File: config.mk
export PLATFORM = sky130hd
export DESIGN_NAME = pkers_seq
export DESIGN_NICKNAME = d
export VERILOG_FILES = /design/src/hdl/pkers_pkg.sv /design/src/hdl/pkers_cmp.sv /design/src/hdl/pkers_seq.sv
export SDC_FILE = /design/constraint.sdc
export NUM_CORES = 1
export LEC_CHECK = 0
export BUFFER_PORTS_ARGS = -buffer_cell sky130_fd_sc_hd__buf_2
export CAP_MARGIN = 20
export CORE_UTILIZATION = 59
export DETAILED_ROUTE_END_ITERATION = 12
export MAX_ROUTING_LAYER = met4
export PLACE_DENSITY = 0.79
export SLEW_MARGIN = 20
export SYNTH_ARGS = -nofsm -noshare
export SYNTH_HDL_FRONTEND = slang
export SYNTH_HIERARCHICAL = 1
export SYNTH_SLANG_ARGS = --single-unit
File: constraint.sdc
create_clock -name clk_i -period 7.9 [get_ports clk_i]
set_input_delay 1.58 -clock clk_i [delete_from_list [all_inputs] [get_ports clk_i]]
set_output_delay 1.58 -clock clk_i [all_outputs]
set_load 0.05 [all_outputs]
File: src/hdl/pkers_pkg.sv
// Package for the packed k-mer equal-range search: types, codes and widths.
`default_nettype none

package pkers_pkg;

  // Fixed widths of the payload and of the stores
  localparam int unsigned KEY_W   = 64;  // packed prefix / key
  localparam int unsigned POS_W   = 15;  // read index, bucket start, read_count
  localparam int unsigned BKT_W   = 16;  // bucket number
  localparam int unsigned LEN_W   = 6;   // key length in bases
  localparam int unsigned FIRST_W = 14;  // first_match_res
  localparam int unsigned CMD_W   = 2;

  localparam logic [BKT_W-1:0] LAST_BUCKET = 16'hFFFF;

  // Command codes
  localparam logic [CMD_W-1:0] CMD_LOAD_READ = 2'd0;
  localparam logic [CMD_W-1:0] CMD_LOAD_BKT  = 2'd1;
  localparam logic [CMD_W-1:0] CMD_LOOKUP    = 2'd2;

  // Sequencer states
  typedef enum logic [3:0] {
    ST_IDLE,
    ST_BKT_LO,   // read bucket entry of the key
    ST_BKT_HI,   // read next bucket entry
    ST_BKT_END,  // form the bucket range
    ST_LB_RD,    // lower bound: read the midpoint
    ST_LB_CMP,   // lower bound: narrow
    ST_LB_CHK,   // check the lower bound read for a match
    ST_UB_RD,    // upper bound: read the midpoint
    ST_UB_CMP,   // upper bound: narrow
    ST_DONE      // result waits for the output register
  } seq_state_e;

  // Lookup request from the input side
  typedef struct packed {
    logic             start;
    logic [KEY_W-1:0] key;
    logic [LEN_W-1:0] len;
  } lookup_req_t;

  // Finished lookup
  typedef struct packed {
    logic               valid;
    logic [FIRST_W-1:0] first;
    logic [POS_W-1:0]   count;
  } lookup_res_t;

  // Outcome of one masked compare
  typedef struct packed {
    logic lt;  // read sorts before key
    logic eq;  // read equals key
  } cmp_res_t;

endpackage

`default_nettype wire

File: src/hdl/pkers_cmp.sv
// Shared compare unit: masked unsigned compare of a read prefix with the key.
`default_nettype none

module pkers_cmp
  import pkers_pkg::*;
(
  input  wire logic [KEY_W-1:0] data_i,  // read prefix from memory
  input  wire logic [KEY_W-1:0] key_i,   // key, already masked
  input  wire logic [KEY_W-1:0] mask_i,
  output cmp_res_t              res_o
);

  logic [KEY_W-1:0] data_m;

  assign data_m    = data_i & mask_i;
  assign res_o.eq  = (data_m == key_i);
  assign res_o.lt  = (data_m < key_i);

endmodule

`default_nettype wire

File: src/hdl/pkers_seq.sv
// Lookup sequencer: bucket range, then lower- and upper-bound binary searches.
`default_nettype none

module pkers_seq
  import pkers_pkg::*;
#(
  parameter int unsigned MAX_KEY_BASES = 32
) (
  input  wire logic             clk_i,
  input  wire logic             rst_ni,
  input  lookup_req_t           req_i,
  input  wire logic [POS_W-1:0] limit_i,    // read_count saturated to MAX_READS
  output logic      [BKT_W-1:0] bkt_addr_o,
  input  wire logic [POS_W-1:0] bkt_data_i,
  output logic      [POS_W-1:0] rd_addr_o,
  input  wire logic [KEY_W-1:0] rd_data_i,
  input  wire logic             res_free_i, // output register can take a result
  output lookup_res_t           res_o,
  output logic                  busy_o
);

  seq_state_e state_q, state_d;

  logic [KEY_W-1:0]   key_q, mask_q;
  logic [BKT_W-1:0]   code_q;
  logic [POS_W-1:0]   start_q, lo_q, hi_q, lend_q, ls_q, mid_q;
  logic [FIRST_W-1:0] first_q;
  logic [POS_W-1:0]   count_q;

  // Key mask from the saturated length
  logic [LEN_W-1:0] len_sat;
  logic [6:0]       mask_sh;
  logic [KEY_W-1:0] mask_new;

  assign len_sat  = (req_i.len > LEN_W'(MAX_KEY_BASES)) ? LEN_W'(MAX_KEY_BASES) : req_i.len;
  assign mask_sh  = 7'd64 - {len_sat, 1'b0};
  assign mask_new = (len_sat == '0) ? '0 : ({KEY_W{1'b1}} << mask_sh);

  // Bucket end, saturated to the read limit
  logic [POS_W-1:0] end_raw, end_sat;
  logic             last_bkt;

  assign last_bkt = (code_q == LAST_BUCKET);
  assign end_raw  = last_bkt ? limit_i : bkt_data_i;
  assign end_sat  = (end_raw > limit_i) ? limit_i : end_raw;

  // Midpoints
  logic [POS_W:0]   lb_sum, ub_sum;
  logic [POS_W-1:0] lb_mid, ub_mid;

  assign lb_sum = {1'b0, lo_q} + {1'b0, hi_q};
  assign lb_mid = lb_sum[POS_W:1];
  assign ub_sum = {1'b0, ls_q} + {1'b0, lend_q};
  assign ub_mid = ub_sum[POS_W:1] + POS_W'(1);

  // Shared compare
  cmp_res_t cmp;

  pkers_cmp u_cmp (
    .data_i (rd_data_i),
    .key_i  (key_q),
    .mask_i (mask_q),
    .res_o  (cmp)
  );

  // Next state
  always_comb begin
    state_d = state_q;
    case (state_q)
      ST_IDLE: begin
        if (req_i.start) state_d = ST_BKT_LO;
      end
      ST_BKT_LO:  state_d = ST_BKT_HI;
      ST_BKT_HI:  state_d = ST_BKT_END;
      ST_BKT_END: begin
        state_d = (start_q >= end_sat) ? ST_DONE : ST_LB_RD;
      end
      ST_LB_RD: begin
        state_d = (lo_q == hi_q) ? ST_LB_CHK : ST_LB_CMP;
      end
      ST_LB_CMP:  state_d = ST_LB_RD;
      ST_LB_CHK: begin
        state_d = cmp.eq ? ST_UB_RD : ST_DONE;
      end
      ST_UB_RD: begin
        state_d = (ls_q == lend_q) ? ST_DONE : ST_UB_CMP;
      end
      ST_UB_CMP:  state_d = ST_UB_RD;
      ST_DONE: begin
        if (res_free_i) state_d = ST_IDLE;
      end
      default:    state_d = ST_IDLE;
    endcase
  end

  // Outputs: memory addresses and result
  always_comb begin
    bkt_addr_o = code_q;
    rd_addr_o  = lb_mid;
    case (state_q)
      ST_BKT_HI: bkt_addr_o = code_q + BKT_W'(1);
      ST_UB_RD:  rd_addr_o  = ub_mid;
      default: begin
        bkt_addr_o = code_q;
        rd_addr_o  = lb_mid;
      end
    endcase
    res_o.valid = (state_q == ST_DONE);
    res_o.first = first_q;
    res_o.count = count_q;
    busy_o      = (state_q != ST_IDLE);
  end

  always_ff @(posedge clk_i or negedge rst_ni) begin
    if (!rst_ni) begin
      state_q <= ST_IDLE;
    end else begin
      state_q <= state_d;
    end
  end

  // Search registers
  always_ff @(posedge clk_i) begin
    case (state_q)
      ST_IDLE: begin
        if (req_i.start) begin
          mask_q  <= mask_new;
          key_q   <= req_i.key & mask_new;
          code_q  <= req_i.key[KEY_W-1 -: BKT_W];
          first_q <= '0;
          count_q <= '0;
        end
      end
      ST_BKT_HI: start_q <= bkt_data_i;
      ST_BKT_END: begin
        lo_q   <= start_q;
        hi_q   <= end_sat - POS_W'(1);
        lend_q <= end_sat - POS_W'(1);
      end
      ST_LB_RD:  mid_q <= lb_mid;
      ST_LB_CMP: begin
        if (cmp.lt) begin
          lo_q <= mid_q + POS_W'(1);
        end else begin
          hi_q <= mid_q;
          if (!cmp.eq) lend_q <= mid_q;
        end
      end
      ST_LB_CHK: ls_q <= lo_q;
      ST_UB_RD: begin
        mid_q <= ub_mid;
        if (ls_q == lend_q) begin
          first_q <= lo_q[FIRST_W-1:0];
          count_q <= lend_q - lo_q + POS_W'(1);
        end
      end
      ST_UB_CMP: begin
        if (cmp.lt || cmp.eq) begin
          ls_q <= mid_q;
        end else begin
          lend_q <= mid_q - POS_W'(1);
        end
      end
      default: begin
      end
    endcase
  end

endmodule

`default_nettype wire

==> results_dict.tcl, run 1 <==
set metrics [dict create \
    synthFlopType "edfxtp_1" \
    drtPass1Iterations 7 \
    yosys_warnings 6 \
    grt_pass1_wl_um 56800 \
    post_drt_wl_per_cell_um 17.2 \
    core-area_mm2 0.0255 \
    floorplan.rows 58 \
    area.sequential_mm2 0.00704 \
    routabilityCongestion 0.942 \
    via_per_inst 5.74 \
    grt_pass1_vias 11500 \
    dp_hpwl_um 28900 \
    syn_area_mm2 0.0155 \
    syn_to_final_growth_pct 15.3 \
    rsz0062_at_grt "false" \
    maxSlewViolCount 0 \
    setup_viol 0 \
    dr_wl_met3_um 3010 \
    final_layout_size_suffix_gt1_share_pct 17.4 \
    wl_um 36700 \
    die_y_um 164 \
    cp.required_ps 8360 \
    nets 2102 \
    final.setup.tns_ps 0 \
    antenna_found_initial 9 \
    leakagePower_nw 7.60 \
    startpoint_type "flip-flop" \
    synth_edf_count 231 \
    worst-path-max-fanout 18 \
    cts_tree "built" \
    grt_overflow 0 \
    slew_headroom_pct 32.7 \
    clkSinkCount 235 \
    crit_arrival_ps 6480 \
    fin_crit_ps 6020 \
    ant_nets 0 \
    root_buffer "clkbuf_16" \
    critical_path_class "reg2reg" \
    skew_ps 10.8 \
    top_layer_used "met4" \
    multi_input_area_mm2 0.00787 \
    fin_util_pct 70.2 \
    power.total_mw 6.01 \
    cts.clk_slew.worst_paths_ps 60 \
    dieWidth_um 164 \
    ys_async_sr_fraction_pct 1.70 \
    grt_max_degree 71 \
    synth_seq_cells 235 \
    cp-end-kind "flip-flop" \
    syn_area_per_cell_um2 10.0 \
    tightest_slew_ps 1000 \
    clk_latency_ps 530 \
    post_cts_buffers 0 \
    outcome "finished, final reports clean" \
    wl_met2_um 16700 \
    yosysSeqAreaShare_pct 45.4 \
    maxCapViolCount 0 \
    ioPinCount 230 \
    fillCellCount 1929 \
    grt_usage_pct 28.0 \
    cts-htree-levels 1 \
    irDropWorstVdd_v 0.000361 \
    period_share_pct 76.1 \
    drt-initial-drc-count 1021 \
    synth_fp_nets 1870 \
    port_buffers 229 \
    holdBufCountCts 0 \
    min_path_type "reg2reg" \
    initial_utilization_pct 60.8 \
    synth.distinct_cells 70 \
    fmax_mhz 166 \
    hold_violations 0 \
    cts_resized 0 \
    cts_buffers 26 \
    cts_buffer_depth 3 \
    wl_met1_um 15800 \
    drc 0 \
    vias 12300 \
    dieArea_mm2 0.0269 \
    powerDensity_mw_per_mm2 336 \
    postSynthCellCount 1544 \
]
[critical path, cell delays in order, from the launching register on]
cell	delay, ps
edfxtp_1	400
ha_1	220
nand4_1	180
nor4_4	920
mux2_2	440
ha_1	320
nand4_2	150
nor3_4	250
o31ai_2	100
a32oi_2	210
buf_4	290
or2_1	430
mux2i_1	360
ha_1	180
and3_1	150
nand3_1	100
o311ai_1	510
o21ai_0	250
nor3_1	310
a311o_1	190
[report_power, final]
part	internal, mW	switching [mW]	total, mW
Clock	0.680	0.479	1.16
Combinational	0.928	1.89	2.82
Sequential	1.82	0.210	2.03
Total	3.43	2.58	6.01
[worst paths after layout]
check / start / to / slack [ps] / cells after the start
worst min-delay path: start_q[13]$_DFFE_PP_ / lo_q[13]$_DFFE_PP_ / 580 / 2
max in group asynchronous: rst_ni / state_q[2]$_DFFE_PN0P_ / 6910 / 1
worst min register to register: start_q[13]$_DFFE_PP_ / lo_q[13]$_DFFE_PP_ / 580 / 2
min in group asynchronous: rst_ni / state_q[3]$_DFFE_PN0P_ / 860 / 1
worst max-delay path: code_q[0]$_DFFE_PP_ / state_q[3]$_DFFE_PN0P_ / 1880 / 19
worst max register to register: code_q[0]$_DFFE_PP_ / state_q[3]$_DFFE_PN0P_ / 1880 / 19
[routing by layer]
layer,vias to the layer above,global-route usage [%]
met3,77,3.61
li1,6001,-
met1,5652,37.5
met2,529,44.1
met4,0,9.34
met5,-,-
[registers in the layout (all words and copies together), names as in the netlist]
register  flops
code_q       16
count_q      15
first_q      14
hi_q         15
key_q        64
lend_q       15
lo_q         15
ls_q         15
mask_q       32
mid_q        15
start_q      15
state_q       4
[logic make-up (layout without fill, tap and decap cells)]
family	Yosys count	in the layout	share of synthesized area [%]
xor+xnor	88	88	4.97
simple gates	571	571	19.1
buf+inv	165	417	4.05
other cells	0	9	0
flops	235	235	45.4
compound gates	294	294	11.3
mux	32	32	2.23
fa+ha+maj	159	159	13.0
[Yosys cell counts (13+ instances only)]
| master | count | area share, % |
|---|---|---|
| nand4_1 | 18 | 0.73 |
| a21o_1 | 14 | 0.68 |
| or3_1 | 15 | 0.61 |
| xnor2_1 | 47 | 2.7 |
| inv_1 | 126 | 3.1 |
| nor2b_1 | 13 | 0.52 |
| xor2_1 | 41 | 2.3 |
| edfxtp_1 | 231 | 45 |
| and3_1 | 27 | 1.1 |
| a21oi_1 | 113 | 3.6 |
| nor4_1 | 15 | 0.61 |
| nor3_1 | 23 | 0.74 |
| mux2_2 | 17 | 1.2 |
| mux2i_1 | 14 | 0.90 |
| nand2_1 | 133 | 3.2 |
| nor2_1 | 124 | 3.0 |
| nand2b_1 | 20 | 0.81 |
| o21ai_0 | 95 | 3.1 |
| clkbuf_1 | 34 | 0.82 |
| ha_1 | 155 | 13 |
| and2_1 | 123 | 5.0 |
| nand3_1 | 32 | 1.0 |
[layout make-up]
| class | count | share of cell area [%] |
|---|---|---|
| clock buffers | 40 | 4.17 |
| flip-flops and latches | 235 | 39.4 |
| multi-input cells | 1144 | 44.0 |
| well taps | 330 | 2.31 |
| inverters | 127 | 2.67 |
| diodes | 9 | 0.126 |
| clock inverters | 8 | 0.385 |
| repair buffers | 242 | 6.96 |
[cells in the final DEF, fill, tap and decap left out, drive strengths merged, types with 13 or more instances in the layout]
| cell type | n |
|---|---|
| buf | 242 |
| edfxtp | 231 |
| ha | 155 |
| nand2 | 133 |
| inv | 127 |
| nor2 | 124 |
| and2 | 124 |
| a21oi | 113 |
| o21ai | 97 |
| xnor2 | 47 |
| xor2 | 41 |
| clkbuf | 40 |
| nand3 | 33 |
| and3 | 27 |
| nor3 | 24 |
| nand4 | 22 |
| nand2b | 20 |
| nor4 | 18 |
| mux2 | 17 |
| or3 | 15 |
| mux2i | 15 |
| a21o | 14 |
| nor2b | 13 |
[through the flow]
step                setup WS (ps)  std cells  area [um2]  hold WS (ps)
detailed placement           1940       2078       17000           552
finish                       1880       2135       17900           576
CTS                          1940       2126       17900           572
global placement             2230       2078       17000           547
global route                 1520       2135       17900           608
floorplan                    1870       1544       15500           517
Power figures use the tool's default switching activity.
==> inputs of run 2 (changes only) <==
--- a/config.mk
+++ b/config.mk
@@ -7,10 +7,10 @@
 export LEC_CHECK = 0
 export BUFFER_PORTS_ARGS = -buffer_cell sky130_fd_sc_hd__buf_2
 export CAP_MARGIN = 20
-export CORE_UTILIZATION = 59
+export CORE_UTILIZATION = 53
 export DETAILED_ROUTE_END_ITERATION = 12
 export MAX_ROUTING_LAYER = met4
-export PLACE_DENSITY = 0.79
+export PLACE_DENSITY = 0.75
 export SLEW_MARGIN = 20
 export SYNTH_ARGS = -nofsm -noshare
 export SYNTH_HDL_FRONTEND = slang
==> constraint.sdc (replaced) <==
create_clock -name clk_i -period 5.4 [get_ports clk_i]
set_input_delay 1.08 -clock clk_i [delete_from_list [all_inputs] [get_ports clk_i]]
set_output_delay 1.08 -clock clk_i [all_outputs]
set_load 0.05 [all_outputs]
==> run 2 against run 1 <==
Clock skew grew 6.0 ps. Combinational power up 48%. Final cell count rose by 3.4%. Sequential share of layout area fell by 0.53 points. Register-to-register slack worse by 1600 ps. Critical endpoint is now rd_addr_o[14]. Flip-flop and latch count unchanged.
==> results_dict.tcl, run 2 (synthesized netlist as in run 1, its figures left out) <==
set metrics [dict create \
    setup_viol 0 \
    dieWidth_um 173 \
    clk_latency_ps 540 \
    clkSinkCount 235 \
    cp_cell_sequence "ha_1, fa_1, a21o_1, a21oi_1, o21ai_0, a311o_1, a21o_1, a21oi_1, xor2_1, nor4_1, xor2_1, a21oi_1, buf_2" \
    whs_ps 344 \
    nets 2115 \
    cp.required_ps 4320 \
    critPathBufInv 1 \
    fin_crit_ps 5200 \
    ioPinCount 230 \
    cts_buffer_depth 3 \
    rsz0062_at_grt "false" \
    ff2ff_setup_slack_ps 290 \
    routabilityCongestion 0.914 \
    floorplan.rows 62 \
    grt_pass1_wl_um 60800 \
    worst-path-max-fanout 3 \
    final_layout_size_suffix_gt1_share_pct 18.3 \
    cts_tree "built" \
    fmax_mhz 192 \
    post_drt_wl_per_cell_um 17.3 \
    finalWorstSetupSlack_ps 201 \
    initial_utilization_pct 54.0 \
    r2r_cells 20 \
    cp-end-kind "output pin" \
    cpPeakStageDelay_ps 400 \
    crit_arrival_ps 4120 \
    timing.rr.start "code_q[1]$_DFFE_PP_" \
    hold_violations 0 \
    tightest_slew_ps 1000 \
    core-area_mm2 0.0287 \
    critical_path.slowest_cell "fa_1" \
    drt-initial-drc-count 865 \
    max_flop_register "key_q" \
    place_area_mm2 0.0172 \
    grt_pass1_vias 12200 \
    mostFrequentLayoutCells "231 x edfxtp_1, 229 x buf_2, 155 x ha_1" \
    drtPass1Iterations 6 \
    multi_input_area_mm2 0.00789 \
    cts-htree-levels 1 \
    skew_ps 16.8 \
    vias 12300 \
    syn_to_final_growth_pct 16.9 \
    outcome "finished, final reports clean" \
    holdBufCountCts 0 \
    area.sequential_mm2 0.00704 \
    antenna_found_initial 16 \
    cts.clk_slew.worst_paths_ps 60 \
    period_share_pct 96.3 \
    irDropWorstVdd_v 0.000412 \
    port_buffers 229 \
    leakagePower_nw 7.69 \
    root_buffer "clkbuf_16" \
    final_area_mm2 0.0181 \
    powerDensity_mw_per_mm2 492 \
    slew_headroom_pct 33.3 \
    wl_um 38200 \
    crit_family "compound AO/OA/AOI/OAI gates" \
    grt_usage_pct 26.4 \
    final.setup.tns_ps 0 \
    die_y_um 173 \
    startpoint_type "flip-flop" \
    dieArea_mm2 0.0299 \
    fillCellCount 2372 \
    cts_buffers 27 \
    largest_reg_flops 64 \
    min_path_type "in2async" \
    maxCapViolCount 0 \
    critical_path_class "reg2out" \
    dp_worst_setup_slack_ps 30.2 \
    top_regs "key_q x64, mask_q x32, code_q x16" \
    grt_overflow 0 \
    maxSlewViolCount 0 \
    drc 0 \
    r2r-end "state_q[3]$_DFFE_PN0P_" \
    crit_top_cell "a21oi_1" \
    fin_util_pct 63.1 \
    dp_hpwl_um 30100 \
    via_per_inst 5.58 \
    grt_max_degree 78 \
    ant_nets 0 \
    final_common_cell "edfxtp_1" \
]
[run 2: cell types whose count changed in the layout (fill, tap and decap cells not counted), moves of 2 or more]
cell	before	now
buf_4	13	24
clkbuf_1	11	3
diode_2	9	16
clkinv_2	2	8
clkinv_1	4	8
bufinv_16	1	3
clkbuf_8	2	0
[run 2: cell type report]
cell class	instances	share of cell area (%)
Sequential cell	235	38.8
Multi-Input combinational cell	1144	43.6
Clock inverter	18	0.863
Tap cell	384	2.65
Timing Repair Buffer	254	7.43
Clock buffer	30	3.79
Inverter	127	2.63
Antenna cell	16	0.221
[run 2: worst register-to-register path, cell delays in order, from the launching register on]
cell,delay (ps)
edfxtp_1,370
ha_1,210
nand4_1,190
nor4_4,240
buf_12,190
mux2_2,370
ha_1,340
nand4_2,140
nor3_4,270
o31ai_2,130
a32oi_4,270
buf_4,200
mux2_2,380
inv_1,90
ha_1,220
nand2b_1,140
a21o_1,180
maj3_2,320
a311oi_2,290
nor3_1,140
a311o_1,330
[run 2: how the worst max path moves through the flow]
stage | end | start | cells past startpoint
CTS | state_q[3]$_DFFE_PN0P_ | code_q[1]$_DFFE_PP_ | 21
floorplan | state_q[3]$_DFFE_PN0P_ | code_q[0]$_DFFE_PP_ | 20
detailed placement | state_q[3]$_DFFE_PN0P_ | code_q[0]$_DFFE_PP_ | 21
global placement | state_q[3]$_DFFE_PN0P_ | code_q[0]$_DFFE_PP_ | 21
global route | state_q[3]$_DFFE_PN0P_ | code_q[1]$_DFFE_PP_ | 21
finish | rd_addr_o[14] | lend_q[0]$_DFFE_PP_ | 13
[run 2: stage by stage]
step	std cells	power, mW
finish	2208	8.91
global route	2208	9.44
CTS	2190	8.88
detailed placement	2142	7.09
global placement	2142	6.99
floorplan	1544	6.04
[run 2: layer usage]
layer,track usage [%],share of wire (%),wire (um),vias up
met1,34.6,44,16900,5705
li1,-,-,-,6048
met5,-,0,0,-
met2,41.5,45,17200,488
met4,10.3,3.7,1430,0
met3,3.78,7.1,2710,87
[run 2: repair_timing]
item,in CTS,in global routing
buffers inserted,0,2
resized for setup,1,3
hold endpoints to repair,0,0
pin swaps,0,2
endpoints found under the setup margin,1,10
[run 2: power breakdown]
part           leakage, nW  internal [mW]  switching (mW)  total [mW]
Combinational         5.10           1.38            2.78        4.16
Clock                0.421           1.05           0.730        1.78
Sequential            2.16           2.67           0.308        2.98
==> inputs of run 3 (changes only) <==
--- a/config.mk
+++ b/config.mk
@@ -7,10 +7,10 @@
 export LEC_CHECK = 0
 export BUFFER_PORTS_ARGS = -buffer_cell sky130_fd_sc_hd__buf_2
 export CAP_MARGIN = 20
-export CORE_UTILIZATION = 53
+export CORE_UTILIZATION = 45
 export DETAILED_ROUTE_END_ITERATION = 12
 export MAX_ROUTING_LAYER = met4
-export PLACE_DENSITY = 0.75
+export PLACE_DENSITY = 0.62
 export SLEW_MARGIN = 20
 export SYNTH_ARGS = -nofsm -noshare
 export SYNTH_HDL_FRONTEND = slang
==> constraint.sdc (replaced) <==
create_clock -name clk_i -period 6.3 [get_ports clk_i]
set_input_delay 1.26 -clock clk_i [delete_from_list [all_inputs] [get_ports clk_i]]
set_output_delay 1.26 -clock clk_i [all_outputs]
set_load 0.05 [all_outputs]
==> run 3 against run 2 <==
Hold slack improved by 180 ps. Clock skew decreased by 4.3 ps. Sequential power decreased by 14%. Final area increased by 0.41%. Largest power group unchanged. Critical path type is now reg2reg. Largest cell class unchanged. First-iteration DRC count increased by 14%. Sequential share of layout area decreased by 0.16 points.
==> results_dict.tcl, run 3 (synthesized netlist as in run 1, its figures left out) <==
set metrics [dict create \
    period_share_pct 88.8 \
    place_area_mm2 0.0172 \
    drc 0 \
    dieArea_mm2 0.0352 \
    post_cts_buffers 0 \
    post_drt_wl_per_cell_um 17.4 \
    setup_viol 0 \
    grt_max_degree 58 \
    drt-initial-drc-count 983 \
    maxSlewViolCount 0 \
    routabilityCongestion 0.902 \
    core-area_mm2 0.0337 \
    ioPinCount 230 \
    cts_buffers 28 \
    dieWidth_um 188 \
    rsz0062_at_grt "false" \
    final_layout_size_suffix_gt1_share_pct 17.9 \
    drtPass1Iterations 7 \
    crit_arrival_ps 6020 \
    cts_buffer_depth 3 \
    cts_tree "built" \
    outcome "finished, final reports clean" \
    irDropWorstVdd_v 0.000384 \
    nets 2108 \
    dp_hpwl_um 31100 \
    grt_pass1_wl_um 61800 \
    cp.required_ps 6730 \
    leakagePower_nw 7.69 \
    crit_top_cell "ha_1" \
    final_area_mm2 0.0182 \
    cp-end-kind "flip-flop" \
    cts_resized 0 \
    maxCapViolCount 0 \
    dp_worst_setup_slack_ps 660 \
    grt_pass1_vias 11500 \
    hold_violations 0 \
    largest_reg_flops 64 \
    worst-path-max-fanout 15 \
    fin_crit_ps 5590 \
    die_y_um 188 \
    cp_cell_sequence "ha_1, nand4_1, nor4_4, buf_4, mux2_2, ha_1, nand4_2, nor3_4, o31ai_2, a32oi_2, buf_4, mux2_2, inv_1, ha_1, nand2b_1, a21o_1, maj3_2, a311oi_2, nor3_1, a311o_1" \
    startpoint_type "flip-flop" \
    cts.clk_slew.worst_paths_ps 60 \
    cts-htree-levels 1 \
    vias 12000 \
    top_regs "key_q x64, mask_q x32, code_q x16" \
    fillCellCount 3105 \
    skew_ps 12.5 \
    antenna_found_initial 11 \
    area.sequential_mm2 0.00704 \
    fmax_mhz 179 \
    max_flop_register "key_q" \
    slew_headroom_pct 43.0 \
    tightest_slew_ps 855 \
    fin_util_pct 54.0 \
    initial_utilization_pct 46.0 \
    ff2ff_setup_slack_ps 710 \
    powerDensity_mw_per_mm2 428 \
    root_buffer "clkbuf_16" \
    multi_input_area_mm2 0.00786 \
    final_common_cell "edfxtp_1" \
    critPathBufInv 3 \
    critical_path_class "reg2reg" \
    mostFrequentLayoutCells "231 x edfxtp_1, 229 x buf_2, 155 x ha_1" \
    port_buffers 229 \
    crit_family "compound AO/OA/AOI/OAI gates" \
    cpPeakStageDelay_ps 450 \
    critical_path.slowest_cell "a32oi_2" \
    clkSinkCount 235 \
    grt_usage_pct 23.1 \
    wl_um 39300 \
    ant_nets 0 \
    floorplan.rows 67 \
    min_path_type "in2async" \
    clk_latency_ps 550 \
    grt_overflow 0 \
    syn_to_final_growth_pct 17.4 \
    finalWorstSetupSlack_ps 707 \
    holdBufCountCts 0 \
    via_per_inst 5.31 \
    final.setup.tns_ps 0 \
]
[run 3: cell types whose count changed in the layout (fill, tap and decap cells not counted), sizes merged]
cell / delta
clkinv: -3
clkbuf: +1
diode: -5
bufinv: +2
clkinvlp: +2
buf: -8
[run 3: power by group]
group	leakage (nW)	switching [mW]	total, mW	internal [mW]
sequential	2.16	0.262	2.55	2.29
clock	0.461	0.654	1.69	1.03
combinational	5.06	2.39	3.55	1.17
total	7.69	3.30	7.79	4.49
[run 3: area by class of cell]
| type | count | share of cell area (%) |
|---|---|---|
| antenna | 11 | 0.151 |
| inverter | 127 | 2.62 |
| sequential | 235 | 38.7 |
| timing repair buffer | 246 | 7.00 |
| multi-input combinational | 1144 | 43.2 |
| clock buffer | 31 | 4.03 |
| tap | 448 | 3.08 |
| clock inverter | 19 | 1.21 |
[run 3: final timing paths]
check / startpoint / to / depth (start not counted)
max in group asynchronous: rst_ni / state_q[1]$_DFFE_PN0P_ / 1
max: code_q[0]$_DFFE_PP_ / state_q[3]$_DFFE_PN0P_ / 20
min in group clk_i: start_q[0]$_DFFE_PP_ / lo_q[0]$_DFFE_PP_ / 1
max reg2reg: code_q[0]$_DFFE_PP_ / state_q[3]$_DFFE_PN0P_ / 20
min reg2reg: start_q[0]$_DFFE_PP_ / lo_q[0]$_DFFE_PP_ / 1
min: rst_ni / state_q[0]$_DFFE_PN0P_ / 1
[run 3: routing by layer]
layer	GRT usage, %	up-vias	wire (um)
met4	7.44	0	1080
met5	-	-	0
met2	33.4	401	16700
li1	-	6044	-
met3	2.88	57	2570
met1	33.4	5510	18900
[run 3: through the flow]
stage	instances	total power, mW	hold slack (ps)
2_1_floorplan	1544	5.17	517
3_3_place_gp	2200	6.05	549
3_5_place_dp	2200	6.10	546
4_1_cts	2250	7.81	503
5_1_grt	2261	8.28	511
6_report	2261	7.79	522
